File: src/rtl/btk_pkg.sv
// btk_pkg: shared types and constants for the bounded top-k selector
// used by btk_cell and bounded_top_k_smallest; no dependencies
package btk_pkg;

    // number of cells in the chain, also the largest usable keep count
    localparam int CAPACITY = 64;

    // fixed field widths
    localparam int INDEX_W = 32;
    localparam int SCORE_W = 32;
    localparam int COUNT_W = 7;
    localparam int RANK_W  = 6;

    // keep count after reset
    localparam logic [COUNT_W-1:0] KEEP_COUNT_RESET = 7'd50;
    localparam logic [COUNT_W-1:0] KEEP_MIN         = 7'd1;
    localparam logic [COUNT_W-1:0] KEEP_MAX         = COUNT_W'(CAPACITY);

    // opcodes
    localparam logic OP_OFFER = 1'b0;
    localparam logic OP_DRAIN = 1'b1;

    // one held entry
    typedef struct packed {
        logic signed [SCORE_W-1:0] score;
        logic [INDEX_W-1:0]        index;
    } entry_t;

    // per-cycle command broadcast to every cell
    typedef struct packed {
        logic insert_en;   // sorted insert of the offered entry
        logic drain_shift; // move every entry one cell toward the head
    } cell_ctrl_t;

endpackage

File: src/rtl/btk_cell.sv
// btk_cell: one slot of the sorted insertion chain
// depends on btk_pkg (entry_t, cell_ctrl_t)
module btk_cell
    import btk_pkg::*;
(
    input  logic       clk,
    input  cell_ctrl_t ctrl,
    input  logic       occupied,
    input  logic       gt_prev,
    input  entry_t     new_entry,
    input  entry_t     prev_entry,
    input  entry_t     next_entry,
    output entry_t     entry,
    output logic       gt
);

    entry_t entry_reg;
    entry_t entry_next;

    // held score is worse than the offer, so the offer goes at or before this slot
    assign gt = occupied && ($signed(entry_reg.score) > $signed(new_entry.score));

    // choose between hold, shift from the left, take the offer, shift from the right
    always_comb
    begin
        entry_next = entry_reg;
        if (ctrl.drain_shift)
        begin
            entry_next = next_entry;
        end
        else if (ctrl.insert_en)
        begin
            if (gt_prev)
            begin
                entry_next = prev_entry;
            end
            else if (gt || !occupied)
            begin
                entry_next = new_entry;
            end
        end
    end

    // payload storage, no reset
    always_ff @(posedge clk)
    begin
        entry_reg <= entry_next;
    end

    assign entry = entry_reg;

endmodule

File: config.mk
export PLATFORM = sky130hd
export DESIGN_NAME = btk_cell
export DESIGN_NICKNAME = d
export VERILOG_FILES = /design/src/rtl/btk_pkg.sv /design/src/rtl/btk_cell.sv
export SDC_FILE = /design/constraint.sdc
export NUM_CORES = 1
export LEC_CHECK = 0
export BUFFER_PORTS_ARGS = -buffer_cell sky130_fd_sc_hd__buf_2
export CORE_AREA = 3 3 101 103
export DETAILED_ROUTE_END_ITERATION = 6
export DIE_AREA = 0 0 104 106
export PLACE_DENSITY = 0.83
export SLEW_MARGIN = 20
export SYNTH_ARGS = -nofsm -noshare
export SYNTH_HDL_FRONTEND = slang
export SYNTH_SLANG_ARGS = --single-unit
File: constraint.sdc
create_clock -name clk -period 11.2 [get_ports clk]
set_clock_uncertainty 0.2 [all_clocks]
set_input_delay 0.56 -clock clk [delete_from_list [all_inputs] [get_ports clk]]
set_output_delay 0.56 -clock clk [all_outputs]
set_load 0.005 [all_outputs]
==> metrics.md <==
| Metric | Value |
|---|---|
| Post-Syn Area | `4090 um2` |
| Post-Synth Simple-Gate Area | `0.100` |
| Hold Violations, Final | `0` |
| Syn Inst Count | `around 400` |
| Final setup viols | `0` |
| Main combinational cell family by area after synthesis | `multiplexers` |
| Clock transition at path regs | `0.08 ns` |
| Area fraction in compound gates after synthesis | `0.124` |
| Post-CTS sizing | `0` |
| FP Rows | `35` |
| Worst path arrival time | `slightly above 3 ns` |
| Core ar. | `between 9000 and 10000 um2` |
| H-tree depth | `3` |
| M1 GR Usage | `0.217` |
| Seq pwr share | `0.467` |
| WHS Endpoint | `entry[40]$_DFFE_PP_` |
| Synth top area cells | `edfxtp_1 (47%), mux2i_1 (16%), ha_1 (9.8%)` |
| Final-report max-slew violation count | `0` |
| DR vias/cell | `4.96` |
| Switching power | `0.199 mW` |
| Synth cell types | `29` |
| Mux cell area share after synthesis | `0.157` |
| Synth warn | `0` |
| Adder-cell share of the synthesized area | `0.0979` |
| DRT Pass-1 Iters | `4` |
| Post-DP HPWL | `slightly above 9000 um` |
| Grt peak-use layer | `met2` |
| DIE AREA | `~11000 um2` |
| Yosys reg bits | `64` |
| Synth Area in XOR/XNOR | `0` |
| Mean Syn Cell Area | `slightly above 10 um2` |
| CP delay by family, top | `simple AND/OR/NAND/NOR gates` |
| Share of cells above drive strength 1 | `0.425` |
| Global placement routability congestion | `~0.8` |
| I/O Buffers | `~260` |
| Critical Path Max Stage Delay | `between 0.7 and 0.8 ns` |
| Power, Total | `between 0.6 and 0.7 mW` |
| Die width | `~100 um` |
| Slew margin rel. | `0.265` |
| Max FFs per register | `64` |
| Die Y | `106 um` |
| Initial antenna violation count | `0` |
| Sink Count | `64` |
| Cell taking the most area after synthesis | `edfxtp_1` |
| IO Count | `262` |
| Postcts setup bufs | `0` |
| Antenna viol nets, final | `0` |
| TritonCTS buffer count | `9` |
| Max Cap Viol | `0` |
| Inserted Diodes | `0` |
| Crit path capture type | `flip-flop` |
| P_int | `~0.50 mW` |
| Gate power share | `0.266` |
| Synth top area share | `0.470` |
| PwrDens | `~120 nW/um2` |
| Worst-path cell chain | `ha_1, nand4_2, nor4_2, nand2_1, and3b_1, a21oi_1, nand3_4` |
| Total GRT Usage | `0.206` |
| Status | `finished, final reports clean` |
| Synth Flop Type | `edfxtp_1` |
| Least-Margin Pin Slew | `1.10 ns` |
| Worst R2R Start | `entry[63]$_DFFE_PP_` |
| Reg2reg setup slack | `7.75 ns` |
| WS Path Type | `reg -> reg` |
| Post-synthesis net count | `630` |
| Total wire length | `approximately 12000 um` |
| Ys async rst share | `0` |
| Vias in the first global route | `3920` |
| Clk_lat worst skew | `0.33 ns` |
| CP Max Fanout | `64` |
| Cell with the most instances after synthesis | `nand2_1` |
| Placed insts | `770` |
| HP Class | `in -> reg` |
| CP Launch Type | `flip-flop` |
| Final Net Count | `881` |
| CP Launch Point | `entry[63]$_DFFE_PP_` |
| Largest net degree at the start of global routing | `approximately 130` |
| Maximum VDD drop | `0.0578 mV` |
| CP max stage cell | `nand3_4` |
| Clock Path Buffers | `2` |
| CTS tree | `built` |
| Clock power frac | `0.267` |
| Initial DRC count | `167` |
| Finished Layout Cells | `785` |
| GRT met2 Usage | `0.395` |
| Post-DR wirelength/cell | `between 15 and 20 um` |
| RSZ-0062 raised after global routing | `no` |
| CTS Root Buffer Type | `clkbuf_8` |
| Switching Share | `0.285` |
| Initial Utilization | `0.441` |
| Area delta synth->final | `38.5%` |
| Hold Crit Start | `next_entry[40]` |
| FMAX | `roughly 0.29 GHz` |
| Number of flops mapped to enable cells by yosys | `64` |
| Routed vias | `3891` |
| Hold path depth | `3` |
| Grt total ovfl | `0` |
| First-pass GRT wire length | `18300 um` |
| Most instantiated cells after synthesis | `nand2_1 (72), o21ai_0 (67), edfxtp_1 (64), mux2i_1 (64), inv_1 (33)` |
| Final period util | `0.308` |
| Buf/Inv on CP | `0` |
| Leakage | `just under 3 nW` |
| Reg2Reg Depth | `7` |
| Worst Path Required | `10.78 ns` |
| Number of hold buffers added after cts | `0` |
| Minimum clock period | `~3.4 ns` |
| DRC viols | `0` |
| Seq/Total Area, Yosys | `0.470` |
| Setup TNS | `0 ns` |
| Grt met3 use | `0.0656` |
| Critical register-to-register path endpoint | `entry[25]$_DFFE_PP_` |
[worst max path at each step]
stage                     endpoint  slack, ns  depth (start not counted)
2_1_floorplan   entry[0]$_DFFE_PP_       6.90                          8
3_3_place_gp   entry[10]$_DFFE_PP_       7.54                          9
3_5_place_dp   entry[13]$_DFFE_PP_       7.43                          9
4_1_cts        entry[19]$_DFFE_PP_       7.69                          7
5_1_grt        entry[17]$_DFFE_PP_       7.45                          7
6_report       entry[25]$_DFFE_PP_       7.75                          7
[power by group through the flow]
stage | Clock (mW) | Sequential [mW] | Combinational [mW]
6_report | 0.186 | 0.326 | 0.186
3_5_place_dp | 0 | 0.332 | 0.188
5_1_grt | 0.204 | 0.331 | 0.210
4_1_cts | 0.191 | 0.327 | 0.189
2_1_floorplan | 0 | 0.336 | 0.0852
3_3_place_gp | 0 | 0.329 | 0.180
[layer usage]
| layer | vias to the layer above | part of all wire |
|---|---|---|
| met1 | 1766 | 0.37 |
| met5 | - | 0 |
| li1 | 1952 | - |
| met3 | 12 | 0.079 |
| met2 | 161 | 0.54 |
| met4 | 0 | 0.010 |
[tightest hold or removal path, cell delays in order]
cell and delay (ns):
buf_2 0.07, nand2_1 0.04, o21ai_0 0.06
[final cells by class]
| type | count | area (um2) |
|---|---|---|
| Timing Repair Buffer | 261 | 1310 |
| Tap cell | 129 | 161 |
| Multi-Input combinational cell | 283 | 1970 |
| Clock buffer | 10 | 128 |
| Inverter | 33 | 124 |
| Clock inverter | 5 | 48.8 |
| Fill cell | 838 | 3620 |
| Sequential cell | 64 | 1920 |
[placed cells by master (no fill, tap or decap), types with 7 or more instances in the layout]
cell type and count:
buf_2 259, nand2_1 72, o21ai_0 67, mux2i_1 64
edfxtp_1 64, inv_1 33, ha_1 32, a21oi_1 15
clkbuf_8 9, nand4_1 7
[cells by family after synthesis]
family,count (synthesis)
flip-flops,64
AND/OR/NAND/NOR,95
adder cells (fa/ha/maj),32
multiplexers,64
buffers and inverters,54
AO/OA/AOI/OAI,92
[per-stage QoR]
stage          setup slack [ns]  instance area, um2  utilization  hold WS [ns]
2_1_floorplan              6.90                4090            -         0.547
3_3_place_gp               7.54                5490        0.591         0.637
3_5_place_dp               7.43                5490        0.591         0.642
4_1_cts                    7.69                5670        0.610         0.293
5_1_grt                    7.45                5670        0.610         0.298
6_report                   7.75                5670        0.610         0.314
No activity file was read; power rests on OpenSTA's default activity.
